<file path="src/hdl/sdtg_pkg.sv">
// Package for the sky dome texcoord generator: widths, codes, word types
// and small helpers shared by every stage. No dependencies.
package sdtg_pkg;

    localparam int COORD_W = 24;
    localparam int TIME_W  = 32;
    localparam int TEX_W   = 20;
    localparam int IDX_W   = 3;
    localparam int OFS_W   = 23;              // scroll offset, Q.16 modulo 128
    localparam int RADIUS  = 6 * 63;          // 378
    localparam int NUM_W   = 33;              // RADIUS * |d|
    localparam int RAD_W   = 62;              // sqrt radicand, even width
    localparam int ROOT_W  = RAD_W / 2;       // 31
    localparam int SQ_STEPS = ROOT_W;
    localparam int Q_W     = 25;              // quotient bits
    localparam int NP_W    = NUM_W + 21;      // numerator plus rounding bias
    localparam int TEX_MAX = 524287;
    localparam int TEX_MIN = -524288;

    localparam logic [IDX_W-1:0] CFG_EYE_X  = 3'd0;
    localparam logic [IDX_W-1:0] CFG_EYE_Y  = 3'd1;
    localparam logic [IDX_W-1:0] CFG_EYE_Z  = 3'd2;
    localparam logic [IDX_W-1:0] CFG_TIME   = 3'd3;
    localparam logic [IDX_W-1:0] CFG_LAYER  = 3'd4;

    typedef struct packed {
        logic [RAD_W-1:0]  rad;
        logic [ROOT_W+1:0] rem;
        logic [ROOT_W-1:0] root;
        logic [NUM_W-1:0]  n_x;
        logic [NUM_W-1:0]  n_y;
        logic              sign_x;
        logic              sign_y;
        logic              degen;
    } sq_word_t;

    typedef struct packed {
        logic [ROOT_W-1:0] rem_x;
        logic [ROOT_W-1:0] rem_y;
        logic [Q_W-1:0]    low_x;
        logic [Q_W-1:0]    low_y;
        logic [Q_W-1:0]    q_x;
        logic [Q_W-1:0]    q_y;
        logic [ROOT_W-1:0] len;
        logic              sign_x;
        logic              sign_y;
        logic              degen;
    } div_word_t;

    // Round (offset + part) / 128 half toward plus infinity, then clamp.
    function automatic logic [TEX_W-1:0] tex_finish(input logic [OFS_W-1:0] ofs,
                                                     input logic [Q_W-1:0] q,
                                                     input logic neg,
                                                     input logic zero);
        logic signed [Q_W+1:0] part;
        logic signed [Q_W+2:0] total;
        logic signed [Q_W+2:0] r;
        begin
            part  = zero ? '0 : (neg ? -$signed({2'b00, q}) : $signed({2'b00, q}));
            total = $signed({{(Q_W+3-OFS_W){1'b0}}, ofs}) + (Q_W+3)'(part) + (Q_W+3)'(64);
            r     = total >>> 7;
            if (r > (Q_W+3)'(TEX_MAX))
                tex_finish = TEX_W'(TEX_MAX);
            else if (r < (Q_W+3)'(TEX_MIN))
                tex_finish = TEX_W'(TEX_MIN);
            else
                tex_finish = r[TEX_W-1:0];
        end
    endfunction

endpackage

</file>
<file path="src/hdl/sdtg_sqrt_cell.sv">
// One digit cell of the square root chain: takes two radicand bits, makes
// one root bit. Depends on sdtg_pkg.
module sdtg_sqrt_cell (
    input  logic                clk,
    input  logic                rst_n,
    input  logic                in_valid,
    output logic                in_ready,
    input  sdtg_pkg::sq_word_t  in_word,
    output logic                out_valid,
    input  logic                out_ready,
    output sdtg_pkg::sq_word_t  out_word
);
    import sdtg_pkg::*;

    logic              valid_reg;
    sq_word_t          word_reg;
    sq_word_t          word_next;
    logic [ROOT_W+3:0] rem_sh;
    logic [ROOT_W+3:0] trial;
    logic              ge;

    assign in_ready = !valid_reg || out_ready;

    always_comb
    begin
        rem_sh    = {in_word.rem, in_word.rad[RAD_W-1 -: 2]};
        trial     = {2'b00, in_word.root, 2'b01};
        ge        = rem_sh >= trial;
        word_next = in_word;
        word_next.rad  = {in_word.rad[RAD_W-3:0], 2'b00};
        word_next.rem  = ge ? (ROOT_W+2)'(rem_sh - trial) : (ROOT_W+2)'(rem_sh);
        word_next.root = {in_word.root[ROOT_W-2:0], ge};
    end

    always_ff @(posedge clk or negedge rst_n)
    begin
        if (!rst_n)
            valid_reg <= 1'b0;
        else if (in_ready)
            valid_reg <= in_valid;
    end

    always_ff @(posedge clk)
    begin
        if (in_ready && in_valid)
            word_reg <= word_next;
    end

    assign out_valid = valid_reg;
    assign out_word  = word_reg;

endmodule

</file>
<file path="config.mk">
export PLATFORM = sky130hd
export DESIGN_NAME = sdtg_sqrt_cell
export DESIGN_NICKNAME = d
export VERILOG_FILES = /design/src/hdl/sdtg_pkg.sv /design/src/hdl/sdtg_sqrt_cell.sv
export SDC_FILE = /design/constraint.sdc
export NUM_CORES = 1
export LEC_CHECK = 0
export CAP_MARGIN = 20
export CORE_AREA = 4 4 152 154
export CTS_CLUSTER_SIZE = 40
export DETAILED_ROUTE_END_ITERATION = 10
export DIE_AREA = 0 0 156 158
export DONT_BUFFER_PORTS = 1
export PLACE_DENSITY = 0.57
export REMOVE_ABC_BUFFERS = 1
export SKIP_CTS_REPAIR_TIMING = 1
export SLEW_MARGIN = 40
export SYNTH_ARGS = -nofsm -noshare
export SYNTH_HDL_FRONTEND = slang
export SYNTH_SLANG_ARGS = --single-unit
</file>
<file path="constraint.sdc">
create_clock -name clk -period 7 [get_ports clk]
set_input_delay 0.35 -clock clk [delete_from_list [all_inputs] [get_ports clk]]
set_output_delay 0.35 -clock clk [all_outputs]
set_load 0.02 [all_outputs]
</file>
# Word-level counts from Yosys, hierarchy flattened
# Cells that the tools add are included.
dict set report word_totals {
  regBits 194
  out_inout_bits 197
}
dict set report op_classes {
  n_lt_le_gt_ge 1
  add_sub_neg 1
  mux 1
  reduce_logical 3
}
# cell count
set op_table {}
lappend op_table {{35-bit by 33-bit greater-or-equal comparator with 1-bit output} 1}
lappend op_table {{33-bit two-way mux} 1}
lappend op_table {{33-bit subtractor} 1}
lappend op_table {{1-bit logical AND} 1}
lappend op_table {{1-bit zero test} 1}
lappend op_table {{1-bit logical OR} 1}

# Longest topological paths before layout
dict set report depth {
  depth_word 3
  depth_mapped 14
}

# Worst setup path before layout
# OpenSTA, ideal clock, no wires.
dict set report synth_path {
  path_kind {register to register}
  startpoint {register valid_reg, in the netlist out_valid}
  endpoint {register word_reg, in the netlist out_word[0] (enable)}
  t_required_ns 6.424
  setup_ns 0.576
  synth_period_minus_slack_ns 5.719
  setup_slack_ns 1.281
  t_arrival_ns 5.142
  stages_incl_launch_ff 3
  path_cell_list {dfrtp_1 -> nand2b_1 -> and2_1}
}
dict set report synth_via {
  elab_chain_len 3
}
# element line_no
set synth_rtl {}
lappend synth_rtl {{start: declaration} sdtg_sqrt_cell.sv:15} ;# logic valid_reg;
lappend synth_rtl {{start signal: assignment} sdtg_sqrt_cell.sv:40} ;# valid_reg <= in_valid;
lappend synth_rtl {{1-bit zero test} sdtg_sqrt_cell.sv:22} ;# assign in_ready = !valid_reg || out_ready;
lappend synth_rtl {{1-bit logical OR} sdtg_sqrt_cell.sv:22}
lappend synth_rtl {{net in_ready} sdtg_sqrt_cell.sv:7} ;# output logic in_ready,
lappend synth_rtl {{1-bit logical AND} sdtg_sqrt_cell.sv:45} ;# if (in_ready && in_valid)
lappend synth_rtl {{end signal: assignment} sdtg_sqrt_cell.sv:46} ;# word_reg <= word_next;
lappend synth_rtl {{end: declaration} sdtg_sqrt_cell.sv:16} ;# sq_word_t word_reg;
# The timed path passes the listed nets, and every way through them passes these cells.
# A chain may end at the register's enable or synchronous reset.

==> impl_summary.md <==
Layout
The synthesis-to-finish area growth is 28.6%. The antenna diode instance count is 0. The final core utilization is 51.0%.

The number of cells in the finished layout apart from fillers is approximately 1000. The net count of the finished layout is between 900 and 1000. The fraction of layout instances using a drive strength above 1 is a little under a tenth. The total non-filler cell area in the finished layout is approximately 11000 µm².

Min path
Counting instances, the worst hold path has a depth of 1. The path with the worst hold slack has its endpoint at out_valid$_DFFE_PN0N_. The worst hold path startpoint is in_valid. The class of the worst hold path is input pin to register.

Yosys
Yosys mapped a number of flops with a built-in enable equal to 193. The share of the synthesized area in the top cell type is 67.3%. The count of synthesis-stage warnings from yosys is 0. The dominant register cell in the synthesized netlist is sky130_fd_sc_hd__edfxtp_1.

The unique cell type count in the Yosys netlist is between 60 and 70. Sorting the synthesized cells by area gives the leading types as sky130_fd_sc_hd__edfxtp_1 (67%), sky130_fd_sc_hd__ha_1 (4.8%), sky130_fd_sc_hd__mux2_4 (3.1%), sky130_fd_sc_hd__xnor2_1 (2.2%), sky130_fd_sc_hd__inv_1 (2.2%). The cell count after synthesis came out at between 500 and 600.

After synthesis, the share of flip-flops with an asynchronous set or reset is less than 1%. After synthesis the netlist holds a flip-flop and latch count of 194. The post-synthesis cell type with the largest combined area is sky130_fd_sc_hd__edfxtp_1. The synthesized area is between 8000 and 9000 µm². For this run, the register share of the synthesized area comes to between 60% and 70%. Dividing the synthesized area by the synthesized cell count gives ~15 µm².

Setup path
Data on the critical path is required at its endpoint by ~7.2 ns. In this run the critical register-to-register path is launched from out_valid$_DFFE_PN0N_. The category of the worst setup path capture point is a register. The register-to-register setup slack is about 4.7 ns. The worst register-to-register path ends at out_word[122]$_DFFE_PP_. The data arrival time of the critical path is between 2 and 3 ns. The worst setup path is of the input pin to register kind.

The startpoint type of the worst setup path is an input pin. The path depth of the worst reg2reg path is 3. Of all nets on the critical path, the largest fanout is 26.

Power and ir drop
The worst-case IR drop observed on VDD is 0.000132 V. The power density of the placed cells is about 260 nW/µm². The analysis attributes to cell leakage a power of between 4 and 5 nW. The post-layout total power is about 0.0029 W.

STA
The final setup violation count is 0. The total count of max-transition violations in the final report came to 0. At the pin with the least slew margin, the transition time is just under 0.8 ns. The top achievable clock speed is approximately 380 MHz. The setup TNS after final layout is 0 ns. The worst clock skew on the final layout is 0.00864 ns.

Setup repair after global routing left no endpoint under its margin. In the finished design, the share of the clock period the worst path needs comes to 38.1%. The hold violation count in the final report is 0. The max-slew headroom at the worst pin is between 40% and 50%.

The smallest clock period supported by the final layout is computed as about 2.7 ns.

Global routing
The wire length of the first global-routing pass is 32.9 mm. The total global-route track usage is roughly 18%. The largest net degree at the start of global routing is slightly above 80. For met1 alone, demand over resource in global routing was 20.4%. The layer flagged by global routing as most heavily used is met2. The via count of the first global-routing pass is roughly 4900. The met3 layer usage reported by global route is 7.57%. After global routing the overflow that remains totals 0. The initial antenna violation count was 0. In the global route stage, met2 resource usage came out at 30.5%.

CTS
Clock latency on the worst-skew pair, taken at its later pin, is about 0.43 ns. The number of H-tree levels is 4. CTS placed an instance of sky130_fd_sc_hd__clkbuf_16 at the clock tree root. The TritonCTS clock tree is built.

In this run, CTS created clock tree buffers numbering 17. The clock drives a little under 200 sinks. The maximum clock path buffer count is 2. The clock-pin slew of the registers on the worst-case setup and hold paths is approximately 0.080 ns.

Floorplan
The area of the placeable core is between 20000 and 25000 µm². The I/O pin total is around 400. The number of core rows is 54. The x dimension of the die is approximately 160 µm.

Measured along the y axis, the die boundary spans approximately 160 µm. The effective utilization at floorplan is about two fifths. The die area is between 20000 and 25000 µm².

Drt
The DRC violation count after routing is 0. The number of nets still failing antenna checks after routing is 0. Dividing the detail-routed wire length by the instance count gives ~25 µm. Before antenna repair, the detailed router went through 4 iterations. Summed over all layers, the routed wires come to approximately 26 mm. Dividing the detail-routed via count by the number of cells gives approximately 5.3. The total vias in the final route is between 5000 and 6000.

The first routing iteration left 334 violations.

Placed design
The number of port buffers is 0. The number of placed instances, taps included is approximately 860. Summing all placed instances gives a cell area of about 8900 µm². Once detailed placement completed, the half-perimeter wirelength came to between 15 and 20 mm. Routability-driven placement finished with a final weighted congestion of around 0.83.

Job
The tool flagged a number of max-cap violations equal to 0.

Run status
The run finished with clean final reports.
## synth_stat cells, types with 5 or more instances
cell type,instances
sky130_fd_sc_hd__nand4_1,6
sky130_fd_sc_hd__a21oi_1,37
sky130_fd_sc_hd__o21a_1,7
sky130_fd_sc_hd__ha_1,33
sky130_fd_sc_hd__nor3_1,11
sky130_fd_sc_hd__nand2_1,30
sky130_fd_sc_hd__o21ai_0,20
sky130_fd_sc_hd__buf_2,5
sky130_fd_sc_hd__nor2_1,27
sky130_fd_sc_hd__o211ai_1,10
sky130_fd_sc_hd__mux2_2,6
sky130_fd_sc_hd__mux2_4,18
sky130_fd_sc_hd__o31ai_1,6
sky130_fd_sc_hd__inv_1,50
sky130_fd_sc_hd__nor4_1,5
sky130_fd_sc_hd__o21bai_1,5
sky130_fd_sc_hd__nand2b_1,8
sky130_fd_sc_hd__xnor2_1,22
sky130_fd_sc_hd__edfxtp_1,193
sky130_fd_sc_hd__nand3_1,12
## where the power goes
part	internal [W]	total, W	switching, W
combinational	0.000186	0.000381	0.000195
clock	0.000490	0.000993	0.000504
sequential	0.00138	0.00151	0.000133
total	0.00206	0.00289	0.000831
## worst max-delay path by stage
stage                                from                 endpoint  slack (ns)  cells after the start
global placement              in_word[82]  out_word[107]$_DFFE_PP_        3.89                     10
finish                        in_word[82]  out_word[102]$_DFFE_PP_        4.33                     10
global route                  in_word[88]  out_word[107]$_DFFE_PP_        4.20                      9
detailed placement            in_word[82]  out_word[102]$_DFFE_PP_        3.84                     10
floorplan           out_valid$_DFFE_PN0N_    out_word[0]$_DFFE_PP_        1.28                      2
CTS                           in_word[82]  out_word[102]$_DFFE_PP_        4.30                     10
## metrics by stage
step	hold WS [ns]	setup slack [ns]
2_1_floorplan	0.0544	1.28
3_3_place_gp	0.0545	3.89
3_5_place_dp	0.0545	3.84
4_1_cts	-0.414	4.30
5_1_grt	0.0208	4.20
6_report	0.0339	4.33
## logic make-up after synthesis
logic type | count (synthesis) | share of synthesized area (%)
AND/OR/NAND/NOR | 114 | 6.53
adder cells (fa/ha/maj) | 33 | 4.80
XOR/XNOR | 24 | 2.44
multiplexers | 28 | 4.39
flip-flops | 194 | 67.6
buffers and inverters | 65 | 3.88
AO/OA/AOI/OAI | 127 | 10.3
other | 1 | 0.0436
## registers in the layout, indices dropped and copies added, names as in the netlist
| name | flops |
|---|---|
| out_word | 193 |
| out_valid | 1 |
## cells in the final DEF (no fill, tap or decap), types with 3 or more instances in the layout
master,synthesis,final
sky130_fd_sc_hd__o21a_1,7,7
sky130_fd_sc_hd__a21o_1,4,4
sky130_fd_sc_hd__a211oi_1,4,4
sky130_fd_sc_hd__nand2_1,30,30
sky130_fd_sc_hd__inv_12,1,3
sky130_fd_sc_hd__mux2_4,18,18
sky130_fd_sc_hd__nor2_1,27,27
sky130_fd_sc_hd__ha_1,33,33
sky130_fd_sc_hd__xnor2_1,22,22
sky130_fd_sc_hd__o21ai_0,20,20
sky130_fd_sc_hd__edfxtp_1,193,193
sky130_fd_sc_hd__mux2i_1,4,4
sky130_fd_sc_hd__a2111oi_0,3,3
sky130_fd_sc_hd__nand3_1,12,12
sky130_fd_sc_hd__nor3_1,11,11
sky130_fd_sc_hd__o21bai_1,5,5
sky130_fd_sc_hd__a21oi_2,3,3
sky130_fd_sc_hd__o211ai_1,10,10
sky130_fd_sc_hd__and3_1,4,4
sky130_fd_sc_hd__a211o_1,3,3
sky130_fd_sc_hd__nand2b_1,8,8
sky130_fd_sc_hd__nor4_1,5,5
sky130_fd_sc_hd__a221oi_1,3,3
sky130_fd_sc_hd__o31ai_1,6,6
sky130_fd_sc_hd__a21oi_1,37,37
sky130_fd_sc_hd__dlygate4sd3_1,0,160
sky130_fd_sc_hd__mux2_2,6,6
sky130_fd_sc_hd__inv_6,0,5
sky130_fd_sc_hd__nand4_1,6,6
sky130_fd_sc_hd__inv_1,50,50
sky130_fd_sc_hd__clkinv_8,0,6
sky130_fd_sc_hd__clkbuf_16,0,17
## critical path, cell delays in order
cell	delay, ns
sky130_fd_sc_hd__inv_1	0.02
sky130_fd_sc_hd__ha_1	0.45
sky130_fd_sc_hd__nand4_1	0.22
sky130_fd_sc_hd__nor2_1	0.18
sky130_fd_sc_hd__nand3_1	0.13
sky130_fd_sc_hd__o2111ai_2	0.35
sky130_fd_sc_hd__a41oi_4	0.26
sky130_fd_sc_hd__o21a_4	0.34
sky130_fd_sc_hd__inv_12	0.17
sky130_fd_sc_hd__mux2_2	0.36
## area by class of cell
cell class	count	area, µm²
inverters	51	204
well taps	280	350
multi-input cells	328	2460
fillers	1791	10600
repair buffers	162	1620
clock inverters	14	183
clock buffers	18	429
flip-flops and latches	194	5820
## layer usage
metal	routed length, µm	part of all wire (%)
met1	9300	36
met5	0	0
met4	909	3.5
met3	2290	8.9
met2	13300	51
Power figures use the tool's default switching activity.
