===== config.mk =====
export PLATFORM = sky130hd
export DESIGN_NAME = sdtg_front
export DESIGN_NICKNAME = d
export VERILOG_FILES = /design/src/hdl/sdtg_pkg.sv /design/src/hdl/sdtg_front.sv
export SDC_FILE = /design/constraint.sdc
export NUM_CORES = 2
export LEC_CHECK = 0
export ABC_AREA = 0
export BUFFER_PORTS_ARGS = -buffer_cell sky130_fd_sc_hd__clkbuf_2
export CAP_MARGIN = 20
export CORE_ASPECT_RATIO = 1.75
export CORE_MARGIN = 10
export CORE_UTILIZATION = 40
export DETAILED_ROUTE_END_ITERATION = 10
export SYNTH_ARGS = -nofsm -noshare
export SYNTH_HDL_FRONTEND = slang
export SYNTH_SLANG_ARGS = --single-unit

===== constraint.sdc =====
create_clock -name clk -period 12 [get_ports clk]
set_input_delay 0 -clock clk [delete_from_list [all_inputs] [get_ports clk]]
set_output_delay 0 -clock clk [all_outputs]
set_load 0.03 [all_outputs]

===== src/hdl/sdtg_pkg.sv =====
// Package for the sky dome texcoord generator: widths, codes, word types
// and small helpers shared by every stage. No dependencies.
package sdtg_pkg;

    localparam int COORD_W = 24;
    localparam int TIME_W  = 32;
    localparam int TEX_W   = 20;
    localparam int IDX_W   = 3;
    localparam int OFS_W   = 23;              // scroll offset, Q.16 modulo 128
    localparam int RADIUS  = 6 * 63;          // 378
    localparam int NUM_W   = 33;              // RADIUS * |d|
    localparam int RAD_W   = 62;              // sqrt radicand, even width
    localparam int ROOT_W  = RAD_W / 2;       // 31
    localparam int SQ_STEPS = ROOT_W;
    localparam int Q_W     = 25;              // quotient bits
    localparam int NP_W    = NUM_W + 21;      // numerator plus rounding bias
    localparam int TEX_MAX = 524287;
    localparam int TEX_MIN = -524288;

    localparam logic [IDX_W-1:0] CFG_EYE_X  = 3'd0;
    localparam logic [IDX_W-1:0] CFG_EYE_Y  = 3'd1;
    localparam logic [IDX_W-1:0] CFG_EYE_Z  = 3'd2;
    localparam logic [IDX_W-1:0] CFG_TIME   = 3'd3;
    localparam logic [IDX_W-1:0] CFG_LAYER  = 3'd4;

    typedef struct packed {
        logic [RAD_W-1:0]  rad;
        logic [ROOT_W+1:0] rem;
        logic [ROOT_W-1:0] root;
        logic [NUM_W-1:0]  n_x;
        logic [NUM_W-1:0]  n_y;
        logic              sign_x;
        logic              sign_y;
        logic              degen;
    } sq_word_t;

    typedef struct packed {
        logic [ROOT_W-1:0] rem_x;
        logic [ROOT_W-1:0] rem_y;
        logic [Q_W-1:0]    low_x;
        logic [Q_W-1:0]    low_y;
        logic [Q_W-1:0]    q_x;
        logic [Q_W-1:0]    q_y;
        logic [ROOT_W-1:0] len;
        logic              sign_x;
        logic              sign_y;
        logic              degen;
    } div_word_t;

    // Round (offset + part) / 128 half toward plus infinity, then clamp.
    function automatic logic [TEX_W-1:0] tex_finish(input logic [OFS_W-1:0] ofs,
                                                     input logic [Q_W-1:0] q,
                                                     input logic neg,
                                                     input logic zero);
        logic signed [Q_W+1:0] part;
        logic signed [Q_W+2:0] total;
        logic signed [Q_W+2:0] r;
        begin
            part  = zero ? '0 : (neg ? -$signed({2'b00, q}) : $signed({2'b00, q}));
            total = $signed({{(Q_W+3-OFS_W){1'b0}}, ofs}) + (Q_W+3)'(part) + (Q_W+3)'(64);
            r     = total >>> 7;
            if (r > (Q_W+3)'(TEX_MAX))
                tex_finish = TEX_W'(TEX_MAX);
            else if (r < (Q_W+3)'(TEX_MIN))
                tex_finish = TEX_W'(TEX_MIN);
            else
                tex_finish = r[TEX_W-1:0];
        end
    endfunction

endpackage


===== src/hdl/sdtg_front.sv =====
// Front stages: direction from eye, magnitudes, squares and radicand.
// Depends on sdtg_pkg.
module sdtg_front (
    input  logic                           clk,
    input  logic                           rst_n,
    input  logic                           in_valid,
    output logic                           in_ready,
    input  logic [sdtg_pkg::COORD_W-1:0]   vert_x,
    input  logic [sdtg_pkg::COORD_W-1:0]   vert_y,
    input  logic [sdtg_pkg::COORD_W-1:0]   vert_z,
    input  logic [sdtg_pkg::COORD_W-1:0]   eye_x,
    input  logic [sdtg_pkg::COORD_W-1:0]   eye_y,
    input  logic [sdtg_pkg::COORD_W-1:0]   eye_z,
    output logic                           out_valid,
    input  logic                           out_ready,
    output sdtg_pkg::sq_word_t             out_word
);
    import sdtg_pkg::*;

    logic               va_reg, vb_reg, vc_reg;
    logic               rdy_a, rdy_b, rdy_c;
    logic signed [24:0] dx_reg, dy_reg;
    logic signed [26:0] dz_reg;
    logic signed [24:0] dz_raw;
    logic [24:0]        ax_next, ay_next;
    logic [25:0]        az_next;
    logic [48:0]        sx_reg, sy_reg;
    logic [51:0]        sz_reg;
    logic [NUM_W-1:0]   nx_reg, ny_reg;
    logic               sgx_b_reg, sgy_b_reg;
    logic [52:0]        sum;
    sq_word_t           word_reg;

    assign rdy_c    = !vc_reg || out_ready;
    assign rdy_b    = !vb_reg || rdy_c;
    assign rdy_a    = !va_reg || rdy_b;
    assign in_ready = rdy_a;

    assign dz_raw  = $signed({vert_z[23], vert_z}) - $signed({eye_z[23], eye_z});
    assign ax_next = dx_reg[24] ? 25'(-dx_reg) : 25'(dx_reg);
    assign ay_next = dy_reg[24] ? 25'(-dy_reg) : 25'(dy_reg);
    assign az_next = dz_reg[26] ? 26'(-dz_reg) : 26'(dz_reg);
    assign sum     = 53'(sx_reg) + 53'(sy_reg) + 53'(sz_reg);

    always_ff @(posedge clk or negedge rst_n)
    begin
        if (!rst_n)
        begin
            va_reg <= 1'b0;
            vb_reg <= 1'b0;
            vc_reg <= 1'b0;
        end
        else
        begin
            if (rdy_a) va_reg <= in_valid;
            if (rdy_b) vb_reg <= va_reg;
            if (rdy_c) vc_reg <= vb_reg;
        end
    end

    always_ff @(posedge clk)
    begin
        if (rdy_a && in_valid)
        begin
            dx_reg <= $signed({vert_x[23], vert_x}) - $signed({eye_x[23], eye_x});
            dy_reg <= $signed({vert_y[23], vert_y}) - $signed({eye_y[23], eye_y});
            dz_reg <= 27'(dz_raw) * 27'sd3;
        end
        if (rdy_b && va_reg)
        begin
            sx_reg    <= 49'(ax_next) * 49'(ax_next);
            sy_reg    <= 49'(ay_next) * 49'(ay_next);
            sz_reg    <= 52'(az_next) * 52'(az_next);
            nx_reg    <= NUM_W'(ax_next) * NUM_W'(RADIUS);
            ny_reg    <= NUM_W'(ay_next) * NUM_W'(RADIUS);
            sgx_b_reg <= dx_reg[24];
            sgy_b_reg <= dy_reg[24];
        end
        if (rdy_c && vb_reg)
        begin
            word_reg.rad    <= {1'b0, sum, 8'h00};
            word_reg.rem    <= '0;
            word_reg.root   <= '0;
            word_reg.n_x    <= nx_reg;
            word_reg.n_y    <= ny_reg;
            word_reg.sign_x <= sgx_b_reg;
            word_reg.sign_y <= sgy_b_reg;
            word_reg.degen  <= (sum == '0);
        end
    end

    assign out_valid = vc_reg;
    assign out_word  = word_reg;

endmodule


After elaboration in Yosys (flattened, before gate mapping)

Cells that the tools add are included.

Bits in registers: 416
Bits of input ports: 148
Word-level logic and storage cells: 46

$add $sub $neg: 8
Multiply operators: 6
Mux-type cells: 3
Reduce and logical (&&, ||, !) cells: 10

Operators with widths:

| kind                                                | count |
|---|---|
| multiplier 25 x 25 -> 49 bit                        | 2 |
| subtractor 24 x 24 -> 25 bit                        | 3 |
| multiplier 25 x 8 -> 32 bit (second input constant) | 2 |
| adder 50 x 52 -> 53 bit                             | 1 |
| logical NOT 53 bit                                  | 1 |
| multiplier 26 x 26 -> 52 bit                        | 1 |
| adder 49 x 49 -> 50 bit                             | 1 |
| 2-to-1 mux 25 bit                                   | 2 |
| negator 25 bit                                      | 2 |
| multiplier 25 x 3 -> 27 bit (second input constant) | 1 |
| 2-to-1 mux 26 bit                                   | 1 |
| negator 26 bit                                      | 1 |
| logical AND 1 bit                                   | 3 |
| logical NOT 1 bit                                   | 3 |
| logical OR 1 bit                                    | 3 |

Depth between registers and ports, before layout

Depth after elaboration: 5
Mapped depth: 38

Worst setup path before layout

OpenSTA, ideal clock, no wires.

Kind: reg-to-reg
Start: register dy_reg[0]
End: register sy_reg[42], data pin
Library setup time: 0.265 ns
Arrival time: 9.173 ns
Setup slack: 2.562 ns
Cell stages (with the launch flop): 37
Buffers on the path: 3
Path through: edfxtp_1 -> clkbuf_1 -> clkinv_1 -> clkbuf_1 -> ha_1 -> nand4_1 -> nand2b_1 -> or4_1 -> o31ai_1 -> xor2_1 -> inv_1 -> clkbuf_1 -> nand2_1 -> fa_1 -> inv_1 -> fa_1 -> inv_1 -> fa_1 -> inv_1 -> fa_1 -> inv_1 -> fa_1 -> fa_1 -> fa_1 -> inv_1 -> ha_1 -> a21o_1 -> a21o_1 -> a21o_1 -> nor3b_1 -> a21oi_1 -> a21oi_1 -> and2_1 -> o21ai_0 -> a21oi_1 -> o21ai_0 -> xor2_1

Word-level cells in the longest chain between the ends: 3

Ends and longest elaborated chain:

| what                             | line             | RTL |
|---|---|---|
| start: declaration               | sdtg_front.sv:22 | `logic signed [24:0] dx_reg, dy_reg;` |
| start signal: assignment         | sdtg_front.sv:66 | `dy_reg <= $signed({vert_y[23], vert_y}) - $signed({eye_y[23], eye_y});` |
| negator 25 bit                   | sdtg_front.sv:41 | `assign ay_next = dy_reg[24] ? 25'(-dy_reg) : 25'(dy_reg);` |
| 2-to-1 mux 25 bit (*)            | sdtg_front.sv:41 |  |
| multiplier 25 x 25 -> 49 bit (*) | sdtg_front.sv:72 | `sy_reg <= 49'(ay_next) * 49'(ay_next);` |
| end signal: assignment           | sdtg_front.sv:72 |  |
| end: declaration                 | sdtg_front.sv:27 | `logic [48:0] sx_reg, sy_reg;` |

Every way passes the cells marked *; elsewhere a longest branch is shown, timed or not.
A chain may end at the register's enable or synchronous reset.

Final worst setup path

Start: register dz_reg[0]
End: register sz_reg[37], data pin

Word-level cells in the longest chain between the ends: 3

Ends and longest elaborated chain:

| what                             | line             | RTL |
|---|---|---|
| start: declaration               | sdtg_front.sv:23 | `logic signed [26:0] dz_reg;` |
| start signal: assignment         | sdtg_front.sv:67 | `dz_reg <= 27'(dz_raw) * 27'sd3;` |
| negator 26 bit                   | sdtg_front.sv:42 | `assign az_next = dz_reg[26] ? 26'(-dz_reg) : 26'(dz_reg);` |
| 2-to-1 mux 26 bit (*)            | sdtg_front.sv:42 |  |
| multiplier 26 x 26 -> 52 bit (*) | sdtg_front.sv:73 | `sz_reg <= 52'(az_next) * 52'(az_next);` |
| end signal: assignment           | sdtg_front.sv:73 |  |
| end: declaration                 | sdtg_front.sv:28 | `logic [51:0] sz_reg;` |

Marked as above.

==> impl_metrics.ini <==
[run_status]
outcome = complete, no violations

[timing]
final-setup-viol-count = 0
whs_ps = 37.3
drv_slew = 0
worstMarginPinSlew_ps = 1230
rsz0062_at_grt = no
period_needed_ps = 10590
timing.fmax_mhz = 94.4
final_hold_viol_count = 0
final.setup.tns_ps = 0
clock_skew_ps = 71.2
max_slew_margin_pct = 17.5
period_share_pct = 88.3

[hold_path]
min_to = dz_reg[26]$_DFFE_PP_
min_from = vert_z[23]
holdPathStages = 4
holdCritPathClass = primary input to flop

[floorplan]
die_w_um = 367
start_util_pct = 40.1
io_pins = 345
fp.dieH_um = 628
rows = 223
dieArea_sq_um = 231000
coreArea_sq_um = 211000

[placed_design]
dpl.hpwl_um = 204000
dp.cells = 11700
gp_congestion = 0.953
port_buffers = 269

[finish]
final_cell_count_no_fill = 11900
largest_reg_flops = 120
nets = 11800
area_growth_pct = 9.89
drive_gt1_share_pct = 5.99

[clocking]
cts_buffer_depth = 3
root_buffer = clkbuf_16
htree_levels = 2
cts_resized = 0
postCtsHoldBufs = 138
clock_latency_ps = 690
post_cts_buffers = 0
cts_tree = yes
cts_inserted_buffers = 46
cts.sinks = 411
clkTransAtPathRegs_ps = 60

[routing]
detail-route-antenna-nets = 0
dr.pass1.iters = 6
drc = 0
wl_per_cell_um = 20.5
vias = 60200
wl_um = 245000
drt_iter0_drc = 2934
vias_per_cell = 5.05

[setup_path]
reg2reg_depth = 34
end_kind = flop
startpoint_type = flop
ff2ff_setup_slack_ps = 1410
crit_type = flop to flop
r2r-end = sz_reg[37]$_DFFE_PP_
cpPeakStageDelay_ps = 630
slowest_stage = inv_1
critical_path_arrival_ps = 11000
required_ps = 12410
cpMostUsedCell = fa_1
rr_startpoint = dz_reg[0]$_DFFE_PP_
cp_max_fo = 18

[logic_synthesis]
synth_cells = 8603
synth.largest_area_cell = fa_1
yosys_warnings = 0
synthDominantCellAreaShare_pct = 40.0
synth-seq-area-share_pct = 14.6
ys_seq_elements = 411
yosys-top-cells-area = fa_1 (40%), edfxtp_1 (14%), ha_1 (14%)
synthFlopType = edfxtp_1
synthArstFlopShare_pct = 0.730
synth_area_per_cell_sq_um = 9.82
synth_edf_count = 408
synth.distinct_cells = 84
syn_area_sq_um = 84500

[global_routing]
grt_pass1_wl_um = 378000
grt_pass1_vias = 68300
antenna_found_initial = 12
grt_util_all_layers_pct = 21.3
grt_max_degree = 60
overflow = 0

[run]
maxCapViolCount = 0
-- cell usage in the layout, fill, tap and decap left out, types with 21 or more instances in the layout --
cell type / count
a31oi_1: 25
clkbuf_2: 269
nor2_1: 522
and3_1: 24
nand3_1: 77
ha_1: 945
nand2_1: 633
o21a_1: 43
nand2b_1: 54
clkinv_1: 31
o21bai_1: 39
a211oi_1: 21
fa_1: 1687
a21oi_1: 266
inv_1: 2442
a21o_1: 146
xnor2_1: 259
nand4_1: 41
nor3_1: 62
conb_1: 112
dlygate4sd3_1: 138
o21ai_0: 160
edfxtp_1: 408
nor2b_1: 49
clkbuf_16: 47
o31ai_1: 27
and2_1: 24
buf_4: 118
xor2_1: 116
-- layer usage --
| layer | up-vias | track usage [%] | part of all wire (%) | wire (um) |
|---|---|---|---|---|
| met1 | 30900 | 21.5 | 33 | 80900 |
| met4 | 0 | 13.7 | 7.8 | 19100 |
| met2 | 1685 | 41.0 | 55 | 135000 |
| met5 | - | 0 | 0 | 0 |
| met3 | 690 | 2.25 | 4.2 | 10300 |
| li1 | 26900 | - | - | - |
-- stage by stage --
step,cell area [sq um],util [%],worst slack (ps)
after floorplan,84900,-,2560
after global placement,89800,42.6,1750
after detailed placement,89900,42.7,1440
after CTS,92800,44.1,1430
after global routing,92900,44.1,1030
final,92900,44.1,1410
-- final cells by class --
type,count,area (sq um)
inverter,2471,9280
clock buffer,50,1190
multi-input combinational,5604,62500
antenna,10,25.0
fill,20200,118000
sequential,411,12300
tap,2812,3520
clock inverter,36,424
timing repair buffer,526,3620
-- kinds of logic (layout without fill, tap and decap cells) --
kind of cell / Yosys count / count (layout) / share of synthesized area (%)
AOI/OAI and AO/OA: 880 / 880 / 6.77
xor gates and xnor gates: 406 / 406 / 4.21
adders and majority gates: 2632 / 2632 / 53.9
buffers and inverters: 2698 / 3083 / 12.3
DFF: 411 / 411 / 14.6
muxes: 3 / 3 / 0.0385
other: 2 / 122 / 0.00889
and+or+nand+nor: 1571 / 1571 / 8.11
-- synthesized netlist by cell type (all sizes together) (14+ instances only) --
cell type     n
ha          945
a21boi       14
or4          17
a31oi        28
inv        2446
nand4        41
o31ai        28
o211ai       18
or3          18
a21o        147
clkbuf      141
nor3         62
clkinv       25
o21ai       167
xor2        124
a21oi       267
o31a         16
nor2        522
a211oi       23
and2         27
nor2b        49
nand3        77
nand2b       54
xnor2       282
o21a         43
fa         1687
and3         25
o21bai       39
buf          86
edfxtp      408
nand2       633
-- worst max path at each step --
stage          slack (ps)                 from                   end
2_1_floorplan        2560  dy_reg[0]$_DFFE_PP_  sy_reg[42]$_DFFE_PP_
3_3_place_gp         1750  dx_reg[3]$_DFFE_PP_  sx_reg[47]$_DFFE_PP_
3_5_place_dp         1440  dz_reg[0]$_DFFE_PP_  sz_reg[37]$_DFFE_PP_
4_1_cts              1430  dz_reg[0]$_DFFE_PP_  sz_reg[37]$_DFFE_PP_
5_1_grt              1030  dx_reg[3]$_DFFE_PP_  sx_reg[47]$_DFFE_PP_
6_report             1410  dz_reg[0]$_DFFE_PP_  sz_reg[37]$_DFFE_PP_
-- critical path: cells and delay by family (launching register included) --
family | cells | cell delay (ps)
buffers and inverters | 8 | 1650
DFF | 1 | 350
adders and majority gates | 9 | 4140
xor gates and xnor gates | 2 | 240
AOI/OAI and AO/OA | 9 | 2200
and+or+nand+nor | 6 | 1730
Power is left out: the tool's default activity adds up to more than one toggle a clock period on the data nets, which glitch-free logic cannot reach.
