File: config.mk
export PLATFORM = sky130hd
export DESIGN_NAME = sdtg_div_cell
export DESIGN_NICKNAME = d
export VERILOG_FILES = /design/src/hdl/sdtg_pkg.sv /design/src/hdl/sdtg_div_cell.sv
export SDC_FILE = /design/constraint.sdc
export NUM_CORES = 1
export LEC_CHECK = 0
export ABC_AREA = 1
export BUFFER_PORTS_ARGS = -buffer_cell sky130_fd_sc_hd__buf_4
export CORE_ASPECT_RATIO = 1.2
export CORE_MARGIN = 8
export CORE_UTILIZATION = 52
export DETAILED_ROUTE_END_ITERATION = 10
export GPL_TIMING_DRIVEN = 0
export PLACE_DENSITY = 0.82
export REMOVE_ABC_BUFFERS = 1
export SLEW_MARGIN = 20
export SYNTH_ARGS = -nofsm -noshare
export SYNTH_HDL_FRONTEND = slang
export SYNTH_SLANG_ARGS = --single-unit
File: constraint.sdc
create_clock -name clk -period 32.7 [get_ports clk]
set_clock_uncertainty 0.2 [all_clocks]
set_input_delay 3.27 -clock clk [delete_from_list [all_inputs] [get_ports clk]]
set_output_delay 3.27 -clock clk [all_outputs]
set_load 0.02 [all_outputs]
File: src/hdl/sdtg_pkg.sv
// Package for the sky dome texcoord generator: widths, codes, word types
// and small helpers shared by every stage. No dependencies.
package sdtg_pkg;

    localparam int COORD_W = 24;
    localparam int TIME_W  = 32;
    localparam int TEX_W   = 20;
    localparam int IDX_W   = 3;
    localparam int OFS_W   = 23;              // scroll offset, Q.16 modulo 128
    localparam int RADIUS  = 6 * 63;          // 378
    localparam int NUM_W   = 33;              // RADIUS * |d|
    localparam int RAD_W   = 62;              // sqrt radicand, even width
    localparam int ROOT_W  = RAD_W / 2;       // 31
    localparam int SQ_STEPS = ROOT_W;
    localparam int Q_W     = 25;              // quotient bits
    localparam int NP_W    = NUM_W + 21;      // numerator plus rounding bias
    localparam int TEX_MAX = 524287;
    localparam int TEX_MIN = -524288;

    localparam logic [IDX_W-1:0] CFG_EYE_X  = 3'd0;
    localparam logic [IDX_W-1:0] CFG_EYE_Y  = 3'd1;
    localparam logic [IDX_W-1:0] CFG_EYE_Z  = 3'd2;
    localparam logic [IDX_W-1:0] CFG_TIME   = 3'd3;
    localparam logic [IDX_W-1:0] CFG_LAYER  = 3'd4;

    typedef struct packed {
        logic [RAD_W-1:0]  rad;
        logic [ROOT_W+1:0] rem;
        logic [ROOT_W-1:0] root;
        logic [NUM_W-1:0]  n_x;
        logic [NUM_W-1:0]  n_y;
        logic              sign_x;
        logic              sign_y;
        logic              degen;
    } sq_word_t;

    typedef struct packed {
        logic [ROOT_W-1:0] rem_x;
        logic [ROOT_W-1:0] rem_y;
        logic [Q_W-1:0]    low_x;
        logic [Q_W-1:0]    low_y;
        logic [Q_W-1:0]    q_x;
        logic [Q_W-1:0]    q_y;
        logic [ROOT_W-1:0] len;
        logic              sign_x;
        logic              sign_y;
        logic              degen;
    } div_word_t;

    // Round (offset + part) / 128 half toward plus infinity, then clamp.
    function automatic logic [TEX_W-1:0] tex_finish(input logic [OFS_W-1:0] ofs,
                                                     input logic [Q_W-1:0] q,
                                                     input logic neg,
                                                     input logic zero);
        logic signed [Q_W+1:0] part;
        logic signed [Q_W+2:0] total;
        logic signed [Q_W+2:0] r;
        begin
            part  = zero ? '0 : (neg ? -$signed({2'b00, q}) : $signed({2'b00, q}));
            total = $signed({{(Q_W+3-OFS_W){1'b0}}, ofs}) + (Q_W+3)'(part) + (Q_W+3)'(64);
            r     = total >>> 7;
            if (r > (Q_W+3)'(TEX_MAX))
                tex_finish = TEX_W'(TEX_MAX);
            else if (r < (Q_W+3)'(TEX_MIN))
                tex_finish = TEX_W'(TEX_MIN);
            else
                tex_finish = r[TEX_W-1:0];
        end
    endfunction

endpackage

File: src/hdl/sdtg_div_cell.sv
// One restoring division cell: one quotient bit for both s and t lanes.
// Depends on sdtg_pkg.
module sdtg_div_cell (
    input  logic                 clk,
    input  logic                 rst_n,
    input  logic                 in_valid,
    output logic                 in_ready,
    input  sdtg_pkg::div_word_t  in_word,
    output logic                 out_valid,
    input  logic                 out_ready,
    output sdtg_pkg::div_word_t  out_word
);
    import sdtg_pkg::*;

    logic            valid_reg;
    div_word_t       word_reg;
    div_word_t       word_next;
    logic [ROOT_W:0] tx, ty;
    logic            gx, gy;

    assign in_ready = !valid_reg || out_ready;

    always_comb
    begin
        tx = {in_word.rem_x, in_word.low_x[Q_W-1]};
        ty = {in_word.rem_y, in_word.low_y[Q_W-1]};
        gx = tx >= {1'b0, in_word.len};
        gy = ty >= {1'b0, in_word.len};
        word_next = in_word;
        word_next.rem_x = gx ? ROOT_W'(tx - {1'b0, in_word.len}) : ROOT_W'(tx);
        word_next.rem_y = gy ? ROOT_W'(ty - {1'b0, in_word.len}) : ROOT_W'(ty);
        word_next.low_x = {in_word.low_x[Q_W-2:0], 1'b0};
        word_next.low_y = {in_word.low_y[Q_W-2:0], 1'b0};
        word_next.q_x   = {in_word.q_x[Q_W-2:0], gx};
        word_next.q_y   = {in_word.q_y[Q_W-2:0], gy};
    end

    always_ff @(posedge clk or negedge rst_n)
    begin
        if (!rst_n)
            valid_reg <= 1'b0;
        else if (in_ready)
            valid_reg <= in_valid;
    end

    always_ff @(posedge clk)
    begin
        if (in_ready && in_valid)
            word_reg <= word_next;
    end

    assign out_valid = valid_reg;
    assign out_word  = word_reg;

endmodule

# [Yosys cells after proc, flatten, opt, wreduce, memory -nomap -nowiden]
# Index checks and enable logic that the tools add are counted.
# W data, S select, Z words.
[totals] mem_bits_rw=0 romBits=0 latch_bits=0 register_bits=195 wordCells=20 input_bits=200 memories=0
[op_classes] eq_ne=0 n_shift=0 div=0 n_mux=2 multipliers=0 addsub=2 n_lt_le_gt_ge=2 reduce_logical=3 n_bitwise=0
[op_table] op="$ge A32 B31 Y1" n=2
[op_table] op="$mux W31" n=2
[op_table] op="$sub A31 B31 Y31" n=2
[op_table] op="$logic_and A1 B1 Y1" n=1
[op_table] op="$logic_not A1 Y1" n=1
[op_table] op="$logic_or A1 B1 Y1" n=1

# [Longest topological paths before layout]
# Gate-level depths: netlist of run 1.
[depth] depth_word=3 ltp_mapped=17 depth_no_buf=15

# [Worst setup path before layout of run 1]
# OpenSTA, ideal clock, no wires.
[synth_timing] path_type="input-to-reg" from="input in_valid" to="register word_reg (netlist bit out_word[0]), enable pin" cell_stages=2 t_arrival_ps=12627 path_buffers=0 setup_slack_ps=19060 path_cell_list="inv_1 -> a21oi_1"
[synth_via] elab_chain_len=1
[synth_rtl] element="start: declaration" line="sdtg_div_cell.sv:6" text="input logic in_valid,"
[synth_rtl] element="$logic_and A1 B1 Y1" line="sdtg_div_cell.sv:48" text="if (in_ready && in_valid)"
[synth_rtl] element="end signal: assignment" line="sdtg_div_cell.sv:49" text="word_reg <= word_next;"
[synth_rtl] element="end: declaration" line="sdtg_div_cell.sv:16" text="div_word_t word_reg;"
# Every way passes these cells.
# A chain may end at the register's enable or synchronous reset.

# [Worst setup path in the final report of run 1]
[layout_timing] from="input out_ready" to="output in_ready"
[layout_via] elab_chain_len=1
[layout_rtl] element="start: declaration" line="sdtg_div_cell.sv:10" text="input logic out_ready,"
[layout_rtl] element="$logic_or A1 B1 Y1" line="sdtg_div_cell.sv:21" text="assign in_ready = !valid_reg || out_ready;"
[layout_rtl] element="end: declaration" line="sdtg_div_cell.sv:7" text="output logic in_ready,"
# Every way passes these cells.

==> results.toml, run 1 <==
[worst_setup_path]
reg2reg_depth = 5
start_kind = "primary input"
required_ns = 29.23
end_kind = "output pin"
worstReg2RegEnd = "out_word[45]"
worstPathMaxFanout = 2
rrSetupSlack_ns = 30.36
crit_arrival_ns = 3.75
r2r_start = "out_valid"
critPathKind = "primary input to output pin"

[grt]
grt_max_degree = 36
grt_pass1_vias = 10760
antenna_found_initial = 0
grt_pass1_wl_um = 60650
grt_overflow = 0
grt_usage = 0.2916

[floorplanning]
std_cell_rows = 60
die_x_um = 152.3
start_util = 0.5234
die_h_um = 179.6
dieArea_um2 = 27350
io_pins = 398
core-area_um2 = 22150

[drt]
drt_iter0_drc = 770
wl_met3_um = 2700
routed-via-count = 10860
top_layer_used = "met4"
routed_via_density = 5.096
routed_wl_um = 40920
first_pass_iters = 8
wl_met1_um = 15420
wl_met2_um = 21330
drc = 0
avgRoutedWirePerCell_um = 19.20
ant_nets = 0

[placed_design]
placed_cells = 2099
pre_cts_slack_ns = 25.49
gp_congestion = 0.9489
dpl.hpwl_um = 34000
io_buffer_count = 393
dpl_cell_area_um2 = 15050

[worst_hold_path]
hold_depth = 2
worstHoldStart = "out_valid"
hold_end = "out_valid"
hold_class = "flip-flop to flip-flop"

[synthesis]
synthXorXnorAreaFrac = 0.02115
avgSynthCellArea_um2 = 8.101
synth_compound_area_frac = 0.02159
yosysUniqueCellTypes = 28
synth_cells = 1431
synth.area.mux_share = 0
synth.area.top_cells = "edfxtp_1 50%, nand2_1 19%, inv_1 8.9%"
synth.largest_area_cell = "edfxtp_1"
netlist_area_um2 = 11590
ys_warn_count = 0
yosysTopAreaCellShare = 0.5025
yosys.area_share.simple = 0.2826
synth-adder-area-share = 0.07037
synth_top_family_by_area = "simple AND/OR/NAND/NOR gates"
ys_ff_latch = 195
seq_area_frac_synth = 0.5047

[clocking]
clk_latency_ns = 0.44
clock_sinks = 195
postCtsHoldBufs = 0
cts_root_buffer = "clkbuf_16"
postCtsSetupRepairBufs = 0
clk_path_buf_depth = 2
ctsResizeCount = 0
cts_tree = "yes"
clk_pin_slew_ns = 0.08
h-tree-depth = 4
cts_buffers = 17

[sta]
slew_headroom = 0.5653
hold_violations = 0
holdWs_ns = 0.4509
max_freq_ghz = 0.1385
tightestPinTransition_ns = 0.6506
rsz0062_at_grt = "false"
setup_viol = 0
fin_ws_ns = 25.48
setup_tns_ns = 0
maxSlewViolCount = 0
min_period_ns = 7.218
period_share = 0.2207

[finish]
area_delta_synth_final_pct = 35.20
final_nets = 2103
post-route-util = 0.7077
multiInputGateArea_um2 = 4606
regArea_um2 = 5851
layout-drive-gt1-share = 0.2468
design_area_um2 = 15670
antenna_cells = 0
fin_cells = 2131
fillCellCount = 1730

[outcome]
status = "complete, no violations"

[power]
powerDensity_nw_per_um2 = 45.40
finalPower_mw = 0.7116
irDropWorstVdd_mv = 0.03248
power.leakage_nw = 8.217

[run]
drv_cap = 0
per-layer routing:
| metal | GRT usage | vias to the layer above |
|---|---|---|
| met5 | 0 | - |
| met4 | 0.1189 | 0 |
| met3 | 0.06190 | 73 |
| met2 | 0.5413 | 412 |
| met1 | 0.3167 | 5072 |
| li1 | - | 5302 |
report_power, final:
group / switching (mW) / internal [mW] / leakage (nW)
logic: 0.116 / 0.0741 / 6.06
clock network: 0.111 / 0.105 / 0.300
registers: 0.00619 / 0.299 / 1.86
total: 0.233 / 0.478 / 8.22
synth_stat cells:
cell type / count
nand2_1: 588
inv_1: 274
edfxtp_1: 194
nand3_1: 84
nor2_1: 78
ha_1: 62
a21oi_1: 35
xor2_1: 28
nand4_1: 12
buf_2: 8
nand3b_1: 8
nor3_1: 8
inv_2: 6
o21ai_0: 6
o21bai_1: 6
and2_1: 4
buf_6: 4
nor2_2: 4
nor2_4: 4
or2_2: 4
and3_1: 2
buf_4: 2
fa_1: 2
nand2_2: 2
nand2_4: 2
or2_0: 2
conb_1: 1
dfrtp_1: 1
flip-flops by register name, indices dropped and copies added (netlist names):
signal / count
out_valid: 1
out_word: 194
cell usage in the layout (no fill, tap or decap), types with 6 or more instances in the layout:
master / count
clkbuf_16: 17
buf_4: 393
o21bai_1: 6
buf_16: 9
a21oi_1: 34
nand3b_1: 8
o21ai_0: 6
nand4_1: 12
inv_2: 6
inv_1: 274
nand3_1: 84
xor2_1: 28
nor3_1: 8
edfxtp_1: 194
clkinv_8: 6
ha_1: 62
nand2_1: 588
nor2_1: 78
cell type report:
type,instances,share of cell area
Multi-Input combinational cell,943,0.2939
Clock buffer,17,0.02714
Inverter,280,0.06706
Timing Repair Buffer,402,0.2041
Tap cell,279,0.02227
Clock inverter,15,0.01229
Sequential cell,195,0.3733
worst max-delay path by stage:
stage / slack (ns) / to / startpoint
after floorplan: 19.06 / out_word[0] / in_valid
after global placement: 15.42 / out_word[130] / in_valid
after detailed placement: 25.49 / in_ready / out_ready
after CTS: 25.49 / in_ready / out_ready
after global routing: 25.45 / in_ready / out_ready
final: 25.48 / in_ready / out_ready
worst max-delay path, cell delays in order:
cell     delay [ns]
buf_4          0.11
inv_1          0.10
nand2_1        0.09
buf_4          0.17
cells by family (layout without fill, tap and decap cells):
| logic type | after synthesis | in the layout |
|---|---|---|
| flops | 195 | 195 |
| compound gates | 47 | 47 |
| xor+xnor | 28 | 28 |
| other cells | 1 | 2 |
| fa+ha+maj | 64 | 64 |
| simple gates | 802 | 802 |
| buf+inv | 294 | 714 |
(Power assumes the default switching activity.)
==> run 2: changes to the inputs <==
- ABC_AREA: 1 -> 0
- CORE_UTILIZATION: 52 -> 44
- PLACE_DENSITY: 0.82 -> 0.77
- clock period: 32.7 -> 6.2 ns (I/O delays scaled with it)
==> results.toml, run 2 <==
[grt]
grt_pass1_vias = 8245
grt_overflow = 0
use_met3 = 0.1010
use_met2 = 0.4304
grt_use_met1 = 0.2428
busiest_layer = "met2"
grt_pass1_wl_um = 49670
grt_usage = 0.2412
grt_max_degree = 54
antenna_found_initial = 2

[finish]
final_cell_mix = "393 x buf_4, 194 x edfxtp_1, 98 x a21oi_1"
area_delta_synth_final_pct = 39.74
fillCellCount = 1784
final_nets = 1483
largest_register_ffs = 194
antenna_cells = 0
layout-drive-gt1-share = 0.3596
final_common_cell = "buf_4"

[sta]
fin_ws_ns = 1.806
rsz0062_at_grt = "false"
period_share = 0.7087
hold_violations = 0
max_freq_ghz = 0.2276
tightestPinTransition_ns = 1.017
slew_headroom = 0.3214
holdWs_ns = 0.1454
setup_viol = 0
min_period_ns = 4.394
maxSlewViolCount = 0

[worst_setup_path]
worstPathMaxFanout = 33
rrSetupSlack_ns = 3.89
start_kind = "primary input"
critPathKind = "primary input to flip-flop"
required_ns = 6.14
end_kind = "flip-flop"
crit_arrival_ns = 4.34

[drt]
routed-via-count = 8133
drt_iter0_drc = 444
first_pass_iters = 5
routed_via_density = 5.383
ant_nets = 0
avgRoutedWirePerCell_um = 22.80
routed_wl_um = 34440
drc = 0

[power]
swShare = 0.3089
pwr-share-seq = 0.432
p_int_mw = 2.567
p_clk_frac = 0.324
p_sw_mw = 1.147
powerDensity_nw_per_um2 = 268.3
irDropWorstVdd_mv = 0.1791
power.leakage_nw = 6.021
p_comb_frac = 0.243
finalPower_mw = 3.714

[clocking]
h-tree-depth = 4
clk_path_buf_depth = 2
cts_root_buffer = "clkbuf_16"
clk_pin_slew_ns = 0.09
ctsResizeCount = 0
clk_latency_ns = 0.44
clock_sinks = 195
postCtsSetupRepairBufs = 0
cts_buffers = 17
postCtsHoldBufs = 1
cts_tree = "yes"

[floorplanning]
std_cell_rows = 60
dieArea_um2 = 27590
die_x_um = 153.0
core-area_um2 = 22300
start_util = 0.4443
io_pins = 398
die_h_um = 180.4

[synthesis]
synthTopCellsByCount = "194 x edfxtp_1, 98 x a21oi_1, 63 x nor2_1"
yosysMostFrequentCell = "edfxtp_1"
yosys.area_share.simple = 0.08841
ys_warn_count = 0
synthXorXnorAreaFrac = 0.04597
yosysUniqueCellTypes = 66
synth.area.top_cells = "edfxtp_1 59%, ha_1 7.8%, a21oi_1 5.0%"
ys_ff_latch = 195
ys_async_sr_fraction = 0.005128
seq_area_frac_synth = 0.5906
yosysTopAreaCellShare = 0.5880
synth.largest_area_cell = "edfxtp_1"
ys.flop_type = "edfxtp_1"
synth-adder-area-share = 0.08234
avgSynthCellArea_um2 = 12.05
synth.area.mux_share = 0.005683
synth_edf_count = 194
synth_cells = 822
synth_compound_area_frac = 0.1560
netlist_area_um2 = 9907
synth_top_family_by_area = "compound AO/OA/AOI/OAI gates"

[placed_design]
pre_cts_slack_ns = 1.310
io_buffer_count = 393
dpl.hpwl_um = 28150
gp_congestion = 0.9006

[run]
drv_cap = 0

[worst_hold_path]
hold_class = "primary input to flip-flop"

[outcome]
status = "complete, no violations"
==> run 2: final timing paths <==
kind	depth (start not counted)	startpoint	to
max	13	in_word[8]	out_word[136]
min	1	in_word[109]	out_word[110]
max reg2reg	4	out_valid	out_word[49]
min reg2reg	2	out_valid	out_valid
max in group asynchronous	2	rst_n	out_valid
min in group asynchronous	2	rst_n	out_valid
==> run 2: layout make-up <==
type | instances | area (um^2) | area share
repair buffers | 397 | 3043 | 0.2198
clock buffers | 17 | 425.4 | 0.03073
multi-input cells | 559 | 3766 | 0.2720
well taps | 279 | 349.1 | 0.02521
flip-flops and latches | 195 | 5851 | 0.4226
clock inverters | 15 | 224.0 | 0.01618
inverters | 49 | 186.4 | 0.01347
==> run 2: power groups by stage <==
| stage | Clock, mW | Combinational [mW] | Sequential, mW |
|---|---|---|---|
| finish | 1.20 | 0.904 | 1.61 |
| global route | 1.27 | 0.978 | 1.61 |
| CTS | 1.24 | 0.908 | 1.61 |
| detailed placement | 0 | 0.902 | 1.64 |
| global placement | 0 | 0.881 | 1.65 |
| floorplan | 0 | 0.392 | 1.77 |
==> run 2: stage by stage <==
| stage | util | std cells | area, um^2 | TNS, ns |
|---|---|---|---|---|
| after global placement | 0.5872 | 1475 | 13090 | -301.52 |
| final | 0.6209 | 1511 | 13840 | 0 |
| after floorplan | - | 803 | 9793 | 0 |
| after CTS | 0.6209 | 1511 | 13840 | 0 |
| after detailed placement | 0.5914 | 1478 | 13190 | 0 |
| after global routing | 0.6209 | 1511 | 13840 | 0 |
==> run 2: kinds of logic after synthesis <==
| kind of cell | count (synthesis) |
|---|---|
| adders and majority gates | 64 |
| muxes | 5 |
| AOI/OAI and AO/OA | 246 |
| other | 1 |
| xor gates and xnor gates | 52 |
| and+or+nand+nor | 190 |
| buffers and inverters | 69 |
| DFF | 195 |
==> run 2: per-layer routing <==
metal  wire (um)  share of wire  up-vias
li1            -              -     3866
met1       12290           0.36     3851
met2       17360           0.50      367
met3        3564           0.10       47
met4        1222          0.035        2
met5          13        0.00038        -
==> run 2: critical path: stages <==
cell and delay [ns]:
buf_4 0.11, inv_1 0.14, ha_1 0.31, a211oi_1 0.38, o211ai_1 0.15, o21ai_1 0.26
a21bo_2 0.23, o41a_1 0.19, o21ai_0 0.18, a21oi_4 0.70, inv_1 0.70, nor2_1 0.28
a21oi_1 0.06
